File: src/hcd_pkg.sv
`timescale 1ns / 1ps

package hcd_pkg;

    localparam int CODE_W   = 10;
    localparam int LETTER_W = 6;
    localparam int BYTE_W   = 8;
    localparam int STATUS_W = 2;
    localparam int FIELD_W  = 32;
    localparam int TAB_W    = LETTER_W + 1;

    localparam int GROUP_LEN = 3;

    localparam logic [BYTE_W-1:0] ASCII_ZERO = 8'h30;
    localparam logic [BYTE_W-1:0] ASCII_NINE = 8'h39;

    localparam logic [1:0] MODE_LOAD   = 2'd0;
    localparam logic [1:0] MODE_CIPHER = 2'd1;
    localparam logic [1:0] MODE_QCODE  = 2'd2;
    localparam logic [1:0] MODE_QLET   = 2'd3;

    localparam logic [STATUS_W-1:0] ST_LETTER  = 2'd0;
    localparam logic [STATUS_W-1:0] ST_UNKNOWN = 2'd1;
    localparam logic [STATUS_W-1:0] ST_BAD     = 2'd2;
    localparam logic [STATUS_W-1:0] ST_COUNT   = 2'd3;

    localparam int OUT_DEPTH = 4;
    localparam int OUT_PTR_W = 2;
    localparam int OUT_CNT_W = 3;

    typedef struct packed {
        logic [1:0]          mode;
        logic [BYTE_W-1:0]   data_byte;
        logic [CODE_W-1:0]   code;
        logic [LETTER_W-1:0] letter;
    } t_in_item;

    typedef struct packed {
        logic [STATUS_W-1:0] status;
        logic [LETTER_W-1:0] out_letter;
        logic [CODE_W-1:0]   out_code;
        logic [FIELD_W-1:0]  count;
        logic [FIELD_W-1:0]  total_groups;
    } t_out_item;

    typedef struct packed {
        logic               done;
        logic               bad;
        logic [CODE_W-1:0]  value;
        logic [FIELD_W-1:0] total;
    } t_grp_info;

    function automatic logic [FIELD_W-1:0] clip32(input logic [63:0] v);
        return (v[63:32] != 32'd0) ? {FIELD_W{1'b1}} : v[31:0];
    endfunction

endpackage

File: src/hcd_fifo.sv
`timescale 1ns / 1ps

module hcd_fifo
    import hcd_pkg::*;
(
    input  logic                 i_clk,
    input  logic                 i_rst_n,
    input  logic                 i_push,
    input  t_out_item            i_data,
    output logic                 o_valid,
    input  logic                 i_ready,
    output t_out_item            o_data,
    output logic [OUT_CNT_W-1:0] o_count
);

    t_out_item            r_mem [OUT_DEPTH];
    logic [OUT_PTR_W-1:0] r_wr, r_rd;
    logic [OUT_CNT_W-1:0] r_cnt, n_cnt;
    logic                 pop;

    assign o_valid = (r_cnt != '0);
    assign o_data  = r_mem[r_rd];
    assign o_count = r_cnt;
    assign pop     = o_valid && i_ready;

    always_comb begin
        n_cnt = r_cnt;
        if (i_push && !pop) begin
            n_cnt = r_cnt + OUT_CNT_W'(1);
        end else if (pop && !i_push) begin
            n_cnt = r_cnt - OUT_CNT_W'(1);
        end
    end

    always_ff @(posedge i_clk) begin
        if (i_push) begin
            r_mem[r_wr] <= i_data;
        end
        if (!i_rst_n) begin
            r_wr  <= '0;
            r_rd  <= '0;
            r_cnt <= '0;
        end else begin
            if (i_push) begin
                r_wr <= r_wr + OUT_PTR_W'(1);
            end
            if (pop) begin
                r_rd <= r_rd + OUT_PTR_W'(1);
            end
            r_cnt <= n_cnt;
        end
    end

endmodule

File: config.mk
export PLATFORM = sky130hd
export DESIGN_NAME = hcd_fifo
export DESIGN_NICKNAME = d
export VERILOG_FILES = /design/src/hcd_pkg.sv /design/src/hcd_fifo.sv
export SDC_FILE = /design/constraint.sdc
export NUM_CORES = 1
export LEC_CHECK = 0
export BUFFER_PORTS_ARGS = -buffer_cell sky130_fd_sc_hd__buf_2
export CAP_MARGIN = 40
export CELL_PAD_IN_SITES_DETAIL_PLACEMENT = 1
export CELL_PAD_IN_SITES_GLOBAL_PLACEMENT = 2
export CORE_ASPECT_RATIO = 0.7
export CORE_MARGIN = 1
export CORE_UTILIZATION = 48
export CTS_BUF_LIST = sky130_fd_sc_hd__clkbuf_16
export DETAILED_ROUTE_END_ITERATION = 12
export PLACE_DENSITY = 0.86
export SYNTH_ARGS = -nofsm -noshare
export SYNTH_HDL_FRONTEND = slang
export SYNTH_SLANG_ARGS = --single-unit
File: constraint.sdc
create_clock -name i_clk -period 9.15 [get_ports i_clk]
set_clock_uncertainty 0.1 [all_clocks]
set_input_delay 2.2875 -clock i_clk [delete_from_list [all_inputs] [get_ports i_clk]]
set_output_delay 2.2875 -clock i_clk [all_outputs]
set_load 0.005 [all_outputs]
After elaboration in Yosys (flattened, before gate mapping)
Memories as Yosys holds them, arrays and structs flattened. A register that Yosys moved wholly into a read port is not among the register bits.
Index checks and enable logic that the tools add are counted.
Widths: inputs -> output; s select.
{"block": "word_totals", "regBits": 7, "ramBits": 328, "in_bits": 86, "out_inout_bits": 86, "word_cells": 21, "mem_count": 1}
{"block": "op_classes", "addsub": 4, "n_mux": 6, "reduce_logical": 7}
{"memory": "r_mem", "words": 4, "width": 82, "rd": 1, "rd_ports_with_merged_regs": 1, "wr": 1, "line": "hcd_fifo.sv:16", "source": "t_out_item r_mem [OUT_DEPTH];"}
{"cell": "$mux 3", "count": 2}
{"cell": "$add 2x1->2 const B", "count": 2}
{"cell": "$mux 2", "count": 2}
{"cell": "$add 3x1->3 const B", "count": 1}
{"cell": "$logic_and 1x1->1", "count": 3}
{"cell": "$reduce_bool 3->1", "count": 1}
{"cell": "$sub 3x1->3 const B", "count": 1}
{"cell": "$logic_not 1->1", "count": 2}
{"cell": "$mux 1", "count": 2}
{"cell": "$reduce_bool 2->1", "count": 1}

Logic depth before layout (Yosys ltp)
{"block": "logic_depth", "ltp_word": 5, "depth_mapped": 7, "mapped_depth_nobuf": 7}

Worst setup path before layout
OpenSTA, ideal clock, no wires.
{"block": "synth_path", "path_type": "input-to-reg", "start": "input port i_push", "end": "memory r_mem[0][0] (netlist name), enable pin", "arrival_time_ns": 4.195, "required_time_ns": 8.601, "setup_slack_ns": 4.406, "cell_stages": 1, "n_path_buf": 0, "cell_sequence": "and2_1"}
{"block": "synth_between", "elab_chain_len": 2}
{"item": "from (decl)", "line": "hcd_fifo.sv:8", "source": "input logic i_push,"}
{"item": "$mux 1", "line": "hcd_fifo.sv:36", "source": "if (i_push) begin"}
{"item": "$mux 1 (implied by the code)", "line": "hcd_fifo.sv:37", "source": "r_mem[r_wr] <= i_data;"}
{"item": "to (decl)", "line": "hcd_fifo.sv:16"}
No other way between the ends.

==> metrics.log <==
INFO  metric fmax = 0.196 GHz
INFO  metric fin_ws = 4.05 ns
INFO  metric start_util = 49.5%
INFO  metric status = completed
INFO  metric route.final.wire_length = 24,800 um
INFO  metric period_minus_slack = 5.10 ns
INFO  metric clock_tree.root_cell = clkbuf_16
INFO  metric synth_commonest_cells = edfxtp_1 (328), mux4_2 (81), and2_1 (9), dfxtp_1 (9)
INFO  metric timing.hold.worst.start = r_wr[1]
INFO  metric worst_ep_required_time = 6.76 ns
INFO  metric cts_tree = done
INFO  metric synth_seq_cells = 337
INFO  metric cts-hold-fix-buffers = 0
INFO  metric core_region_area = 25,000 um2
INFO  metric grt_antenna_before_repair = 4
INFO  metric drc_errors = 0
INFO  metric first_global_vias = 6,215
INFO  metric place_worst_setup_slack = 4.46 ns
INFO  metric buffer_ports.inserted = 171
INFO  metric detailedPlacementHpwl = 15,500 um
INFO  metric synth_ff_type = edfxtp_1
INFO  metric grt_first_pass_wirelength = 37,300 um
INFO  metric timing.critical_path.slowest_stage_cell = dfxtp_4
INFO  metric detail_route.first_pass.iterations = 4
INFO  metric ioPinCount = 172
INFO  metric hold_viol_final = 0
INFO  metric cts_buffers = 34
INFO  metric ys_seq_area_share = 81.1%
INFO  metric power_density = 268 nW/um2
INFO  metric total_die_area = 26,400 um2
INFO  metric worst_ir_drop_vdd = 0.192 mV
INFO  metric synth.lib_cells_used.distinct = 21
INFO  metric worst_stage_delay_on_the_critical_path = 0.89 ns
INFO  metric final-setup-viol-count = 0
INFO  metric syn-num-nets = 562
INFO  metric cts_htree_levels = 2
INFO  metric timing.setup.tns = 0 ns
INFO  metric slew_headroom = 44.8%
INFO  metric grt_max_degree = 47
INFO  metric worst_flop_to_flop_path_startpoint = r_wr[0]
INFO  metric drive_gt1_share = 44.7%
INFO  metric synth.area.top_cells = edfxtp_1 (80%), mux4_2 (15%), dfxtp_1 (1.5%), buf_12 (1.3%), ha_1 (0.51%)
INFO  metric edff_count_synth = 328
INFO  metric detailroute.via_count = 5,574
INFO  metric timing_worst_slew_pin_value = 0.829 ns
INFO  metric floorplan.rows = 48
INFO  metric clock_edge_transition_at_the_registers_on_the_reported_setup_and_hold_paths = 0.06 ns
INFO  metric clk-insertion-delay-late = 0.49 ns
INFO  metric asyncSetResetFlopFracSynth = 0%
INFO  metric power.leakage = 4.95 nW
INFO  metric worst-setup-path-type = reg -> out
INFO  metric fp.dieW = 194 um
INFO  metric worst_hold_path_type = reg -> reg
INFO  metric final_nets = 758
INFO  metric grt-ovfl-total = 0
INFO  metric ant_nets = 0
INFO  metric post_drt_wl_per_cell = 24.4 um
INFO  metric detail_route.vias_per_cell = 5.48
INFO  metric worst-endpoint-arrival = 2.72 ns
INFO  metric yosysWarningCount = 0
INFO  metric clk_path_buf_depth = 3
INFO  metric maxSlewViolCount = 0
INFO  metric cts.repair_timing.setup_buffer_count = 0
INFO  metric synth_area = 12,400 um2
INFO  metric post-route-period-util = 55.8%
INFO  metric unrepaired_setup_endpoints_after_global_routing = false
INFO  metric avgSynthCellArea = 26.3 um2
INFO  metric cp-end-kind = output port
INFO  metric count_of_maximum_capacitance_violations = 0
INFO  metric postCtsResizedCells = 0
INFO  metric startpoint_type = register
INFO  metric syn_to_final_growth = 18.1%
INFO  metric cts.sink_count = 337
INFO  metric floorplan.die.height = 136 um
INFO  metric synth.top_cell.area_share = 79.6%
INFO  metric gp_routability_congestion = 0.696
INFO  metric cp_cell_sequence = buf_4 > buf_16 > mux4_2 > buf_2
INFO  metric number_of_standard_cells_after_synthesis = 470
INFO  metric cell_taking_the_most_area_after_synthesis = edfxtp_1
INFO  metric synth.most_common_cell = edfxtp_1
INFO  metric grt.total_usage = 19.1%
INFO  metric critical_path_peak_fanout = 42
INFO  metric detailedRoute.firstIterationViolations = 272
## critical path: cells and delay by family (launching register included)
family / cells / cell delay (ns)
mux: 1 / 0.57
flops: 1 / 0.89
buf+inv: 3 / 0.73
## where the power goes
| group | total (mW) | switching (mW) | internal (mW) |
|---|---|---|---|
| Clock | 1.35 | 0.542 | 0.807 |
| Sequential | 1.87 | 0.0924 | 1.78 |
| Combinational | 0.697 | 0.299 | 0.398 |
| Total | 3.92 | 0.933 | 2.99 |
## layout by cell type, fill, tap and decap left out
cell | synthesis | routed
a21boi_0 | 1 | 1
and2_1 | 9 | 5
and2_4 | 0 | 4
buf_16 | 0 | 1
buf_2 | 8 | 171
buf_4 | 0 | 6
bufinv_16 | 0 | 3
clkbuf_16 | 0 | 37
clkinv_1 | 0 | 5
clkinv_2 | 0 | 2
dfxtp_1 | 9 | 7
dfxtp_4 | 0 | 2
diode_2 | 0 | 3
edfxtp_1 | 328 | 328
fa_1 | 1 | 1
ha_1 | 5 | 5
inv_1 | 3 | 15
mux2i_1 | 2 | 2
mux4_1 | 1 | 1
mux4_2 | 81 | 81
nor2b_1 | 2 | 2
o21ai_0 | 1 | 1
o311ai_1 | 1 | 1
o31ai_2 | 1 | 1
or3_1 | 2 | 2
xnor2_1 | 3 | 3
xor2_1 | 2 | 2
## final cells by class
class / instances / area, um2
repair buffers: 178 / 928
well taps: 325 / 407
clock buffers: 37 / 926
inverters: 3 / 11.3
flip-flops and latches: 337 / 10000
fillers: 2116 / 10400
diodes: 3 / 7.51
clock inverters: 22 / 164
multi-input cells: 112 / 2120
## logic make-up after synthesis
logic type | synth area share (%)
DFF | 81.1
muxes | 15.1
xor gates and xnor gates | 0.354
adders and majority gates | 0.668
and+or+nand+nor | 0.657
AOI/OAI and AO/OA | 0.273
buffers and inverters | 1.83
## metal layers
| layer | up-vias | GRT usage (%) | share of wire, % |
|---|---|---|---|
| li1 | 2417 | - | - |
| met4 | 2 | 4.14 | 1.2 |
| met5 | - | 0 | 0.052 |
| met1 | 2924 | 24.0 | 40 |
| met2 | 200 | 33.0 | 50 |
| met3 | 31 | 6.08 | 8.2 |
## sequential cells by signal, summed over array words and instances (netlist names), named ones only
name / count
r_mem: 328
r_wr: 2
r_rd: 2
o_count: 3
## worst paths after layout
| check | to | slack (ns) | cells after the start |
|---|---|---|---|
| max | o_data[57] | 4.05 | 4 |
| min | r_wr[1] | 0.47 | 2 |
| max reg2reg | r_mem[3][41] | 6.83 | 3 |
| min reg2reg | r_wr[1] | 0.47 | 2 |
## metrics by stage
| step | std cells | hold slack (ns) | power (mW) | area (um2) | utilization, % |
|---|---|---|---|---|---|
| after floorplan | 470 | 0.422 | 2.38 | 12400 | - |
| after global placement | 954 | 0.430 | 2.57 | 13500 | 53.9 |
| after detailed placement | 955 | 0.465 | 2.62 | 13500 | 54.1 |
| after CTS | 1014 | 0.474 | 3.97 | 14600 | 58.4 |
| after global routing | 1014 | 0.539 | 4.07 | 14600 | 58.4 |
| final | 1017 | 0.473 | 3.92 | 14600 | 58.4 |
Power figures use the tool's default switching activity.
