$ cat config.mk
export PLATFORM = sky130hd
export DESIGN_NAME = hcd_group
export DESIGN_NICKNAME = d
export VERILOG_FILES = /design/src/hcd_pkg.sv /design/src/hcd_group.sv
export SDC_FILE = /design/constraint.sdc
export NUM_CORES = 1
export LEC_CHECK = 0
export BUFFER_PORTS_ARGS = -buffer_cell sky130_fd_sc_hd__buf_2
export CAP_MARGIN = 5
export CORE_ASPECT_RATIO = 0.5
export CORE_MARGIN = 5
export CORE_UTILIZATION = 41
export CTS_CLUSTER_SIZE = 28
export DETAILED_ROUTE_END_ITERATION = 8
export PLACE_DENSITY = 0.73
export RECOVER_POWER = 100
export SYNTH_ARGS = -nofsm -noshare
export SYNTH_HDL_FRONTEND = slang
export SYNTH_SLANG_ARGS = --single-unit
export TNS_END_PERCENT = 1
$ cat constraint.sdc
create_clock -name i_clk -period 2.4 [get_ports i_clk]
set_input_delay 0 -clock i_clk [delete_from_list [all_inputs] [get_ports i_clk]]
set_output_delay 0 -clock i_clk [all_outputs]
set_load 0.05 [all_outputs]
$ cat src/hcd_pkg.sv
`timescale 1ns / 1ps

package hcd_pkg;

    localparam int CODE_W   = 10;
    localparam int LETTER_W = 6;
    localparam int BYTE_W   = 8;
    localparam int STATUS_W = 2;
    localparam int FIELD_W  = 32;
    localparam int TAB_W    = LETTER_W + 1;

    localparam int GROUP_LEN = 3;

    localparam logic [BYTE_W-1:0] ASCII_ZERO = 8'h30;
    localparam logic [BYTE_W-1:0] ASCII_NINE = 8'h39;

    localparam logic [1:0] MODE_LOAD   = 2'd0;
    localparam logic [1:0] MODE_CIPHER = 2'd1;
    localparam logic [1:0] MODE_QCODE  = 2'd2;
    localparam logic [1:0] MODE_QLET   = 2'd3;

    localparam logic [STATUS_W-1:0] ST_LETTER  = 2'd0;
    localparam logic [STATUS_W-1:0] ST_UNKNOWN = 2'd1;
    localparam logic [STATUS_W-1:0] ST_BAD     = 2'd2;
    localparam logic [STATUS_W-1:0] ST_COUNT   = 2'd3;

    localparam int OUT_DEPTH = 4;
    localparam int OUT_PTR_W = 2;
    localparam int OUT_CNT_W = 3;

    typedef struct packed {
        logic [1:0]          mode;
        logic [BYTE_W-1:0]   data_byte;
        logic [CODE_W-1:0]   code;
        logic [LETTER_W-1:0] letter;
    } t_in_item;

    typedef struct packed {
        logic [STATUS_W-1:0] status;
        logic [LETTER_W-1:0] out_letter;
        logic [CODE_W-1:0]   out_code;
        logic [FIELD_W-1:0]  count;
        logic [FIELD_W-1:0]  total_groups;
    } t_out_item;

    typedef struct packed {
        logic               done;
        logic               bad;
        logic [CODE_W-1:0]  value;
        logic [FIELD_W-1:0] total;
    } t_grp_info;

    function automatic logic [FIELD_W-1:0] clip32(input logic [63:0] v);
        return (v[63:32] != 32'd0) ? {FIELD_W{1'b1}} : v[31:0];
    endfunction

endpackage

$ cat src/hcd_group.sv
`timescale 1ns / 1ps

module hcd_group
    import hcd_pkg::*;
#(
    parameter int COUNT_WIDTH = 32
) (
    input  logic              i_clk,
    input  logic              i_rst_n,
    input  logic              i_byte_fire,
    input  logic [BYTE_W-1:0] i_byte,
    output t_grp_info         o_info
);

    logic [CODE_W-1:0]      r_partial, n_partial;
    logic [1:0]             r_pos, n_pos;
    logic                   r_bad, n_bad;
    logic [COUNT_WIDTH-1:0] r_total, n_total;
    logic                   is_digit;
    logic [BYTE_W-1:0]      digit;
    logic [CODE_W-1:0]      acc;
    logic                   done;
    logic                   bad;

    always_comb begin
        is_digit = (i_byte >= ASCII_ZERO) && (i_byte <= ASCII_NINE);
        digit    = i_byte - ASCII_ZERO;
        acc      = {r_partial[6:0], 3'b000} + {r_partial[8:0], 1'b0} + {6'd0, digit[3:0]};
        done     = (r_pos == 2'(GROUP_LEN - 1));
        bad      = r_bad || !is_digit;
        n_partial = r_partial;
        n_pos     = r_pos;
        n_bad     = r_bad;
        n_total   = r_total;
        if (i_byte_fire) begin
            if (done) begin
                n_partial = '0;
                n_pos     = '0;
                n_bad     = 1'b0;
                if (!bad && !(&r_total)) begin
                    n_total = r_total + COUNT_WIDTH'(1);
                end
            end else begin
                n_partial = is_digit ? acc : r_partial;
                n_pos     = r_pos + 2'd1;
                n_bad     = bad;
            end
        end
        o_info.done  = done;
        o_info.bad   = bad;
        o_info.value = is_digit ? acc : r_partial;
        o_info.total = clip32(64'(n_total));
    end

    always_ff @(posedge i_clk) begin
        if (!i_rst_n) begin
            r_partial <= '0;
            r_pos     <= '0;
            r_bad     <= 1'b0;
            r_total   <= '0;
        end else begin
            r_partial <= n_partial;
            r_pos     <= n_pos;
            r_bad     <= n_bad;
            r_total   <= n_total;
        end
    end

endmodule

Yosys cells after proc, flatten, opt, wreduce, memory -nomap -nowiden
Cells that the tools add are included.
{"block": "totals", "in_bits": 11, "output_inout_bits": 44, "regBits": 45}
{"block": "classes", "mux": 7, "n_reduce_logical": 7, "eq_ne": 1, "n_addsub": 5, "magnitude_cmp": 2}
{"op": "32-bit two-way mux", "n": 3}
{"op": "32-bit by 1-bit adder with 32-bit output, second input constant", "n": 1}
{"op": "32-bit AND reduction", "n": 1}
{"op": "10-bit two-way mux", "n": 2}
{"op": "10-bit adder", "n": 1}
{"op": "10-bit by 4-bit adder with 10-bit output", "n": 1}
{"op": "8-bit by 6-bit greater-or-equal comparator with 1-bit output, second input constant", "n": 1}
{"op": "8-bit by 6-bit <= comparator with 1-bit output, second input constant", "n": 1}
{"op": "4-bit by 1-bit subtractor with 4-bit output, second input constant", "n": 1}
{"op": "1-bit logical NOT", "n": 3}
{"op": "2-bit by 1-bit adder with 2-bit output, second input constant", "n": 1}
{"op": "2-bit equality test, second input constant", "n": 1}
{"op": "1-bit logical AND", "n": 2}
{"op": "2-bit two-way mux", "n": 1}
{"op": "1-bit logical OR", "n": 1}
{"op": "1-bit two-way mux", "n": 1}

Logic depth before layout (Yosys ltp)
Gate-level depths: netlist (run 1).
{"block": "logic_depth", "ltp_word": 9, "ltp_mapped": 9}

Worst setup path after synthesis (run 1)
No wires, ideal clock.
{"block": "synth_path", "path_type": "reg2reg", "start": "register r_partial[0]", "end": "register r_partial[6]", "t_arrival_ns": 3.259, "stages_incl_launch_ff": 10, "path_slack_ns": -0.922, "cell_sequence": "dfxtp_1 > inv_1 > fa_1 > inv_1 > fa_1 > a21o_1 > a21oi_1 > xor2_1 > o21ai_0 > a41o_1"}
{"element": "start: declaration", "line": "hcd_group.sv:15", "source": "logic [CODE_W-1:0] r_partial, n_partial;"}
{"element": "start signal: assignment", "line": "hcd_group.sv:62", "source": "r_partial <= n_partial;"}

==> reports/results.tsv, run 1 <==
stage	metric	value	unit
hold_path	HP Class	in2reg	
cells_and_area	Nets	464	
yosys	FFs w/ async S/R, synth	0	%
clock_network	TritonCTS Buffers	5	
clock_network	CTS H-Tree Depth	2	
global_route	largest net degree at the start of global routing	48	
worst_setup_path	critical path data required time	2.40	ns
run_status	failing checks	negative setup slack	
yosys	yosys warns	0	
place	Routability Congestion	0.852	
timing	clk_skew	0.00315	ns
timing	final hold violation count	0	
timing	Tcrit/Tclk final	107	%
global_route	vias in the first global route	2743	
floorplanning	FP Rows	22	
drt	WL final	7510	um
yosys	Post-synth top flop	dfxtp_1	
worst_setup_path	Worst Setup End Kind	output port	
timing	RSZ-0062 raised after global routing	true	
worst_setup_path	crit path kind	reg2out	
worst_setup_path	crit-path leading delay family	adder cells	
cells_and_area	share of layout cells above drive strength 1	29.5	%
cells_and_area	Area Growth Syn to Fin	26.7	%
drt	Vias/cell	5.35	
worst_setup_path	critical path arrival	2.56	ns
power	pwr dens	384	nW/um^2
power	maximum VDD drop	247	uV
worst_setup_path	CP max stage delay	0.51	ns
place	placed instance area	3630	sq um
floorplanning	Die Width	134	um
drt	Iteration-0 DRC Markers	97	
run_status	status	complete, but fails checks	
clock_network	Hold Buf Count CTS	0	
timing	slew margin rel.	58.9	%
worst_setup_path	crit path max fanout	2	
drt	routed vias	2854	
power	Leak Pwr	1.84	nW
timing	final setup vio count	22	
drt	DRC errors left	0	
yosys	number of enable flip-flop cells after synthesis	0	
floorplanning	DIE AREA	9630	sq um
timing	Period minus WS final	2.56	ns
global_route	first-pass GRT wire length	12700	um
floorplanning	Core ar.	7400	sq um
clock_network	CTS sink count	45	
yosys	sequential share of the synthesized area	28.7	%
yosys	flops & latches, synth	45	
timing	worst hold margin	0.100	ns
place	port buffer count	54	
yosys	Post-Syn Nets	395	
global_route	All-Layer GR Usage	16.0	%
clock_network	root buf cell	clkbuf_16	
floorplanning	Die Span Y	71.9	um
cells_and_area	most frequent cells in the layout	nand2_1 (41), dfxtp_1 (39), buf_4 (38)	
worst_setup_path	Crit path buffers/inverters	4	
place	DP Wirelength	5620	um
yosys	Post-Synthesis Cells	367	
timing	Setup WS post-layout	-0.163	ns
cells_and_area	fillcell total	696	
yosys	Unique masters post-synth	54	
yosys	post-synth design cell area	3140	sq um
timing	Max Slew Vio Count	0	
global_route	GR Overflow Total	0	
worst_setup_path	worst-path cell chain	inv_2, fa_1, inv_2, fa_2, buf_4, a21o_1, a21oi_1, xor2_1, o21ai_2, buf_6	
cells_and_area	cell area after layout	3980	sq um
worst_setup_path	CP max stage cell	fa_1	
floorplanning	# IOs	55	
clock_network	worst skew pair latency	0.29	ns
worst_setup_path	CP most frequent cell	inv_2	
floorplanning	Initial Util	42.5	%
cells_and_area	antenna fix cells	0	
cells_and_area	most common cell after layout, fill and taps aside	nand2_1	
global_route	initial antenna violation count	0	
drt	Avg WL per Cell	14.1	um
worst_setup_path	Startpoint Class	register	
clock_network	Worst-path clk slew	0.06	ns
clock_network	CTS tree	built	
drt	1st-pass router iterations	4	
timing	Tightest Pin Transition	0.619	ns
cells_and_area	Multi-input gate area	2200	sq um
yosys	Mean Syn Cell Area	8.57	sq um
timing	Fmax achieved	390	MHz
clock_network	Max clock buf depth	2	
cells_and_area	area occupied by registers	908	sq um
drt	Routed Antenna Nets	0	
flow_run	total of max-cap violations	0	
## path summary, 6_finish.rpt
check                from           end  slack (ns)  depth (start not counted)
max          r_partial[2]    o_info[38]       -0.16                         10
min reg2reg   r_total[31]   r_total[31]        0.49                          2
min             i_byte[0]  r_partial[0]        0.10                          4
max reg2reg  r_partial[2]  r_partial[6]           0                         10
## cell usage after synthesis, drive strengths merged (3+ instances only)
cell type,n,area (sq um)
dfxtp,45,901
nand2,43,164
mux2i,19,190
nand2b,19,119
nor2,19,71.3
xor2,16,140
ha,15,188
nand3,15,80.1
nand4,15,106
xnor2,15,131
a21oi,13,65.1
inv,13,48.8
clkbuf,12,45.0
nor4,10,130
nor3,9,55.1
o21ai,9,45.0
mux2,8,90.1
a31oi,7,50.1
buf,7,45.0
and3,6,37.5
and2,5,31.3
or3,5,31.3
or4,5,41.3
o31ai,4,30.0
a21o,3,22.5
and4,3,26.3
or2,3,18.8
## per-stage QoR
stage | setup TNS (ns) | setup WS, ns | cells | utilization (%) | power, W
floorplan | -1.45 | -0.204 | 367 | - | 0.000836
CTS | -0.587 | -0.169 | 533 | 53.3 | 0.00155
finish | -1.09 | -0.163 | 533 | 53.8 | 0.00153
detailed placement | -0.390 | -0.111 | 522 | 49.1 | 0.000862
global route | -5.84 | -0.285 | 533 | 53.8 | 0.00160
global placement | -0.271 | -0.102 | 522 | 49.1 | 0.000861
## worst min-delay path, cell delays in order
cell	delay, ns
buf_2	0.07
mux2_1	0.14
a31oi_1	0.08
nor2_1	0.07
## flip-flops by register name, indices dropped and copies added (netlist names)
| signal | count |
|---|---|
| r_bad | 1 |
| r_partial | 10 |
| r_pos | 2 |
| r_total | 32 |
## routing by layer
layer / track usage [%] / share of wire, % / up-vias
met4: 4.45 / 1.2 / 0
met1: 20.7 / 48 / 1346
met3: 3.25 / 3.6 / 8
met2: 27.4 / 47 / 37
met5: 0 / 0 / -
li1: - / - / 1463
## power breakdown
part | total, W | leakage (nW) | switching [W] | internal, W
combinational | 0.0000938 | 1.41 | 0.0000617 | 0.0000321
sequential | 0.000755 | 0.366 | 0.00000404 | 0.000751
clock | 0.000679 | 0.0706 | 0.000296 | 0.000383
total | 0.00153 | 1.84 | 0.000362 | 0.00117
## timing repair
action	4_1_cts	5_1_grt
resized for setup	45	25
endpoints found under the setup margin	34	37
gates cloned	0	0
pin swaps	13	5
setup buffers	3	0
## cell type report
type                    instances  area share, %
multi-input cells             290           55.3
well taps                      96           3.02
clock buffers                   6           3.24
repair buffers                 81           14.2
clock inverters                 2          0.251
flip-flops and latches         45           22.8
inverters                      13           1.23
## logic make-up (layout without fill, tap and decap cells)
family	after synthesis	count (layout)	synth area share (%)
simple gates	165	165	31.2
buf+inv	32	102	4.42
xor+xnor	31	31	8.64
fa+ha+maj	17	17	7.24
flops	45	45	28.7
mux	27	27	8.91
compound gates	50	50	10.9
Power figures use the tool's default switching activity.
==> inputs of run 2 (changes only) <==
--- a/config.mk
+++ b/config.mk
@@ -5,14 +5,15 @@
 export SDC_FILE = /design/constraint.sdc
 export NUM_CORES = 1
 export LEC_CHECK = 0
+export ABC_AREA = 1
 export BUFFER_PORTS_ARGS = -buffer_cell sky130_fd_sc_hd__buf_2
 export CAP_MARGIN = 5
 export CORE_ASPECT_RATIO = 0.5
 export CORE_MARGIN = 5
-export CORE_UTILIZATION = 41
+export CORE_UTILIZATION = 51
 export CTS_CLUSTER_SIZE = 28
 export DETAILED_ROUTE_END_ITERATION = 8
-export PLACE_DENSITY = 0.73
+export PLACE_DENSITY = 0.86
 export RECOVER_POWER = 100
 export SYNTH_ARGS = -nofsm -noshare
 export SYNTH_HDL_FRONTEND = slang
==> constraint.sdc (replaced) <==
create_clock -name i_clk -period 2.3 [get_ports i_clk]
set_input_delay 0 -clock i_clk [delete_from_list [all_inputs] [get_ports i_clk]]
set_output_delay 0 -clock i_clk [all_outputs]
set_load 0.05 [all_outputs]
==> reports/results.tsv, run 2 <==
stage	metric	value	unit
run_status	status	complete, but fails checks	
run_status	failing checks	negative setup slack	
timing	final setup vio count	3	
drt	routed vias	2926	
worst_setup_path	worst-path cell chain	ha_1, inv_2, nor2_4, nand2_4, nor2_8, nand3_1, nand2_8, inv_8, nand2_4, nor2_1, nand2_1, nand2_1, inv_1, clkbuf_4	
worst_setup_path	R2R cell count	10	
yosys	top-count cell post-synth	nand2_1	
yosys	sequential share of the synthesized area	29.9	%
worst_setup_path	CP Depth	14	
global_route	met1 usage	24.0	%
drt	Avg WL per Cell	12.5	um
global_route	initial antenna violation count	0	
drt	WL final	7170	um
global_route	vias in the first global route	2759	
drt	Routed Antenna Nets	0	
floorplanning	Core ar.	5610	sq um
clock_network	Max clock buf depth	2	
yosys	synth cell count leaders	nand2_1 (128), inv_1 (56), dfxtp_1 (45), nor2_1 (41), a21oi_1 (28)	
yosys	Yosys top cell by area	dfxtp_1	
timing	Setup WS post-layout	-0.0388	ns
clock_network	Worst-path clk slew	0.06	ns
worst_setup_path	crit path kind	reg2out	
timing	RSZ-0062 raised after global routing	true	
timing	slew margin rel.	50.9	%
worst_setup_path	crit path max fanout	9	
floorplanning	Initial Util	53.6	%
yosys	Post-Synthesis Cells	443	
power	maximum VDD drop	272	uV
global_route	GR Overflow Total	0	
global_route	first-pass GRT wire length	12200	um
global_route	All-Layer GR Usage	19.4	%
worst_setup_path	CP max stage cell	dfxtp_1	
power	Total Power	0.00160	W
power	Leak Pwr	1.79	nW
timing	Fmax achieved	428	MHz
cells_and_area	Area Growth Syn to Fin	20.7	%
worst_setup_path	CP max stage delay	0.37	ns
global_route	met3 Use GR	4.41	%
yosys	Post-synth top flop	dfxtp_1	
clock_network	TritonCTS Buffers	5	
place	dpl cells	564	
worst_setup_path	r2r startpoint	r_partial[2]	
floorplanning	Die Span Y	64.3	um
cells_and_area	largest registers	r_total: 32 flops, r_partial: 10 flops, r_pos: 2 flops	
flow_run	total of max-cap violations	0	
global_route	met2 usage	32.9	%
yosys	FFs w/ async S/R, synth	0	%
place	Routability Congestion	0.871	
cells_and_area	antenna fix cells	0	
worst_setup_path	Crit path buffers/inverters	4	
worst_setup_path	critical path startpoint	r_total[0]	
yosys	post-synth design cell area	3010	sq um
timing	Tcrit/Tclk final	102	%
worst_setup_path	Startpoint Class	register	
timing	clk_skew	0.00329	ns
worst_setup_path	crit path capture	o_info[28]	
cells_and_area	share of layout cells above drive strength 1	21.9	%
yosys	Synth top area share	29.9	%
drt	1st-pass router iterations	4	
clock_network	CTS sink count	45	
yosys	yosys warns	0	
place	port buffer count	54	
drt	Vias/cell	5.09	
timing	Max Slew Vio Count	0	
place	DP Wirelength	5250	um
timing	final hold violation count	0	
power	pwr dens	440	nW/um^2
timing	Tightest Pin Transition	0.733	ns
floorplanning	Die Width	119	um
yosys	number of enable flip-flop cells after synthesis	0	
floorplanning	# IOs	55	
yosys	flops & latches, synth	45	
floorplanning	DIE AREA	7630	sq um
yosys	Unique masters post-synth	41	
timing	setup TNS	-0.103	ns
worst_setup_path	FF-to-FF End	r_partial[6]	
worst_setup_path	Worst Setup End Kind	output port	
cells_and_area	Nets	529	
drt	DRC errors left	0	
cells_and_area	most common cell after layout, fill and taps aside	nand2_1	
worst_setup_path	crit-path leading delay family	simple AND/OR/NAND/NOR gates	
clock_network	CTS H-Tree Depth	2	
hold_path	HP Class	in2reg	
worst_setup_path	critical path data required time	2.30	ns
cells_and_area	Layout Cells excl Fill	575	
cells_and_area	Top reg by flops	r_total	
cells_and_area	max reg flops	32	
clock_network	root buf cell	clkbuf_16	
drt	Iteration-0 DRC Markers	232	
yosys	Area contributors post-synth	dfxtp_1 (30%), nand2_1 (16%), inv_1 (7.0%)	
global_route	busiest grt layer	met2	
clock_network	worst skew pair latency	0.29	ns
clock_network	CTS tree	built	
worst_setup_path	critical path arrival	2.34	ns
yosys	Mean Syn Cell Area	6.79	sq um
yosys	Post-Syn Nets	471	
cells_and_area	most frequent cells in the layout	nand2_1 (125), inv_1 (53), nor2_1 (44)	
global_route	largest net degree at the start of global routing	28	
timing	Period minus WS final	2.34	ns
floorplanning	FP Rows	19	
worst_setup_path	R2R Setup Slk	0.21	ns
run 2: changes by cell type after synthesis, sizes merged, moves of 10 or more:
cell    change
xnor2      -11
nand2      +94
nor2       +35
mux2i      -19
inv        +47
a21oi      +16
nand2b     -19
nand3      +13
nor4       -10
run 2: per-layer routing:
metal	up-vias	share of wire (%)
li1	1519	-
met1	1321	45
met2	72	47
met3	14	6.6
met4	0	1.6
met5	-	0
run 2: report_power, final:
part	total [W]	switching (W)	internal, W
sequential	0.000788	0.00000304	0.000785
combinational	0.000102	0.0000719	0.0000297
clock	0.000707	0.000303	0.000404
total	0.00160	0.000378	0.00122
run 2: cell type report:
class                           instances  area [sq um]
Fill cell                             504          1980
Multi-Input combinational cell        328          1890
Sequential cell                        45           906
Timing Repair Buffer                   60           368
Inverter                               61           236
Clock buffer                            7           133
Tap cell                               73          91.3
Clock inverter                          1          7.51
run 2: cells by family after synthesis:
kind of cell             Yosys count  share of synthesized area [%]
flip-flops                        45                           29.9
adder cells (fa/ha/maj)           17                           7.57
buffers and inverters             70                           9.36
AND/OR/NAND/NOR                  250                           39.4
AO/OA/AOI/OAI                     49                           9.23
XOR/XNOR                          12                           4.49
run 2: timing repair:
action	CTS	global route
hold buffers	1	0
setup endpoints to repair	9	33
endpoints found under the hold margin	2	0
resized for setup	23	27
gates cloned	0	0
pin swaps	7	3
buffers inserted	2	0
run 2: worst min-delay path by stage:
stage,end,depth (start not counted),from,slack [ns]
2_1_floorplan,r_pos[0],2,i_byte_fire,0.14
3_3_place_gp,r_pos[0],3,i_byte_fire,0.28
3_5_place_dp,r_pos[0],3,i_byte_fire,0.30
4_1_cts,r_pos[0],3,i_rst_n,0.05
5_1_grt,r_pos[0],3,i_rst_n,0.09
6_report,r_pos[0],3,i_rst_n,0.05
run 2: through the flow:
stage | setup slack [ns] | instance area [sq um] | util (%) | hold WS, ns
floorplan | -0.0654 | 3040 | - | 0.138
global placement | 0.0708 | 3380 | 60.2 | 0.283
detailed placement | 0.0218 | 3380 | 60.2 | 0.297
CTS | -0.0128 | 3610 | 64.3 | 0.0472
global route | -0.221 | 3630 | 64.7 | 0.0870
finish | -0.0388 | 3630 | 64.7 | 0.0545
run 2: worst register-to-register path, delay by kind of cell (launching register included):
family | cells | cell delay, ns
compound gates | 2 | 0.18
simple gates | 4 | 0.47
buf+inv | 2 | 0.10
fa+ha+maj | 2 | 0.88
flops | 1 | 0.34
==> inputs of run 3 (changes only) <==
--- a/config.mk
+++ b/config.mk
@@ -6,6 +6,7 @@
 export NUM_CORES = 1
 export LEC_CHECK = 0
 export ABC_AREA = 1
+export ABC_CLOCK_PERIOD_IN_PS = 2300
 export BUFFER_PORTS_ARGS = -buffer_cell sky130_fd_sc_hd__buf_2
 export CAP_MARGIN = 5
 export CORE_ASPECT_RATIO = 0.5
==> constraint.sdc (replaced) <==
create_clock -name i_clk -period 2.3 [get_ports i_clk]
set_input_delay 0.23 -clock i_clk [delete_from_list [all_inputs] [get_ports i_clk]]
set_output_delay 0.23 -clock i_clk [all_outputs]
set_load 0.05 [all_outputs]
==> reports/results.tsv, run 3 (synthesis results as in run 2) <==
stage	metric	value	unit
run_status	status	complete, but fails checks	
run_status	failing checks	negative setup slack	
cells_and_area	largest registers	r_total: 32 flops, r_partial: 10 flops, r_pos: 2 flops	
worst_setup_path	CP max stage delay	0.52	ns
floorplanning	Initial Util	53.6	%
clock_network	TritonCTS Buffers	5	
timing	worst hold margin	0.236	ns
cells_and_area	Finished Core Util	67.7	%
timing	Fmax achieved	387	MHz
place	port buffer count	54	
worst_setup_path	R2R Setup Slk	0.09	ns
cells_and_area	most common cell after layout, fill and taps aside	nand2_1	
timing	final setup vio count	27	
floorplanning	Die Span Y	64.3	um
global_route	All-Layer GR Usage	19.6	%
floorplanning	Die Width	119	um
clock_network	CTS sink count	45	
worst_setup_path	critical path arrival	2.35	ns
worst_setup_path	worst-path cell chain	inv_2, fa_1, inv_2, buf_6, ha_4, nand3_4, nand2_4, nand4_1, nand3_1, nand2_2, a21boi_2, buf_6	
cells_and_area	share of layout cells above drive strength 1	25.5	%
flow_run	total of max-cap violations	0	
cells_and_area	cell area after layout	3800	sq um
clock_network	root buf cell	clkbuf_16	
timing	Setup WS post-layout	-0.284	ns
timing	clk_skew	0.00330	ns
timing	final hold violation count	0	
clock_network	CTS tree	built	
place	DP Wirelength	5370	um
cells_and_area	fillcell total	472	
drt	1st-pass router iterations	5	
cells_and_area	Top reg by flops	r_total	
drt	Vias/cell	5.20	
floorplanning	DIE AREA	7630	sq um
worst_setup_path	crit path max fanout	4	
worst_setup_path	CP Depth	12	
hold_path	HP Class	in2reg	
clock_network	worst skew pair latency	0.28	ns
power	maximum VDD drop	264	uV
timing	Tightest Pin Transition	0.599	ns
cells_and_area	Area Growth Syn to Fin	26.3	%
cells_and_area	max reg flops	32	
worst_setup_path	crit path kind	reg2out	
timing	slew margin rel.	60.3	%
worst_setup_path	R2R cell count	15	
place	placed instance area	3480	sq um
worst_setup_path	crit-path leading delay family	adder cells	
drt	DR top layer	met4	
timing	RSZ-0062 raised after global routing	true	
power	Total Power	0.00156	W
timing	Tcrit/Tclk final	112	%
drt	Avg WL per Cell	12.8	um
drt	WL final	7450	um
cells_and_area	antenna fix cells	0	
power	Leak Pwr	1.87	nW
drt	Routed Antenna Nets	0	
clock_network	Max clock buf depth	2	
clock_network	CTS H-Tree Depth	2	
place	Routability Congestion	0.855	
worst_setup_path	Crit path buffers/inverters	4	
floorplanning	FP Rows	19	
hold_path	hold depth	3	
floorplanning	Core ar.	5610	sq um
timing	Period minus WS final	2.58	ns
power	pwr dens	410	nW/um^2
global_route	vias in the first global route	2845	
worst_setup_path	CP max stage cell	fa_1	
drt	routed vias	3033	
cells_and_area	Layout Cells excl Fill	583	
worst_setup_path	Startpoint Class	register	
drt	met1 WL	3370	um
timing	Max Slew Vio Count	0	
clock_network	Worst-path clk slew	0.06	ns
drt	met3 routed WL	416	um
clock_network	Hold Buf Count CTS	0	
worst_setup_path	Worst Setup End Kind	output port	
drt	Iteration-0 DRC Markers	266	
clock_network	Post-CTS Setup Bufs	0	
global_route	initial antenna violation count	0	
cells_and_area	most frequent cells in the layout	nand2_1 (125), inv_1 (53), nor2_1 (42)	
place	dpl cells	577	
global_route	GR Overflow Total	0	
floorplanning	# IOs	55	
drt	DRC errors left	0	
cells_and_area	Nets	539	
global_route	first-pass GRT wire length	12600	um
worst_setup_path	critical path data required time	2.07	ns
global_route	largest net degree at the start of global routing	25	
drt	met2 wire length	3550	um
[run 3: cell count changes in the layout (fill, tap and decap cells not counted), moves of 3 or more]
cell,before,now
nand3_2,5,2
buf_6,6,15
clkbuf_1,8,5
buf_4,11,26
buf_2,34,21
nand3_1,22,25
dfxtp_2,4,7
dfxtp_1,41,38
[run 3: worst reg2reg max path: stages (launching register included)]
cell and delay (ns):
dfxtp_2 0.33, inv_2 0.04, fa_1 0.52, inv_2 0.05, buf_6 0.11, ha_4 0.27
nand3_4 0.08, nand2_4 0.08, nand2_1 0.05, nand2_1 0.06, a21oi_1 0.06, o21ai_0 0.08
nand2_1 0.10, buf_4 0.14, nand2_1 0.06, a21oi_1 0.06
[run 3: per-stage QoR]
| stage | setup TNS [ns] | setup WS [ns] |
|---|---|---|
| detailed placement | -0.966 | -0.229 |
| global placement | -0.620 | -0.184 |
| floorplan | -0.247 | -0.0654 |
| finish | -2.48 | -0.284 |
| CTS | -1.35 | -0.298 |
| global route | -9.88 | -0.429 |
[run 3: where the power goes]
part / internal [W] / total, W / switching (W) / leakage, nW
combinational: 0.0000372 / 0.000112 / 0.0000746 / 1.43
clock: 0.000388 / 0.000657 / 0.000269 / 0.0655
sequential: 0.000785 / 0.000788 / 0.00000318 / 0.367
total: 0.00121 / 0.00156 / 0.000347 / 1.87
[run 3: timing repair]
action                                  CTS  global route
resized for setup                        51            42
pin swaps                                13             7
endpoints found under the setup margin   39            41
[run 3: layer usage]
| metal | up-vias | GRT usage [%] |
|---|---|---|
| met3 | 11 | 3.70 |
| met1 | 1384 | 25.6 |
| met5 | - | 0 |
| li1 | 1542 | - |
| met4 | 0 | 4.47 |
| met2 | 96 | 34.1 |
[run 3: cell type report]
type | count | area, sq um | area share [%]
Timing Repair Buffer | 70 | 518 | 13.6
Clock buffer | 5 | 125 | 3.29
Multi-Input combinational cell | 328 | 1910 | 50.4
Tap cell | 73 | 91.3 | 2.40
Inverter | 61 | 236 | 6.22
Sequential cell | 45 | 910 | 23.9
Clock inverter | 1 | 5.00 | 0.132
[run 3: worst paths after layout]
path                                    from            to
worst max register to register  r_partial[0]  r_partial[7]
worst max-delay path            r_partial[0]    o_info[41]
worst min-delay path             i_byte_fire      r_pos[0]
worst min register to register  r_partial[9]  r_partial[9]
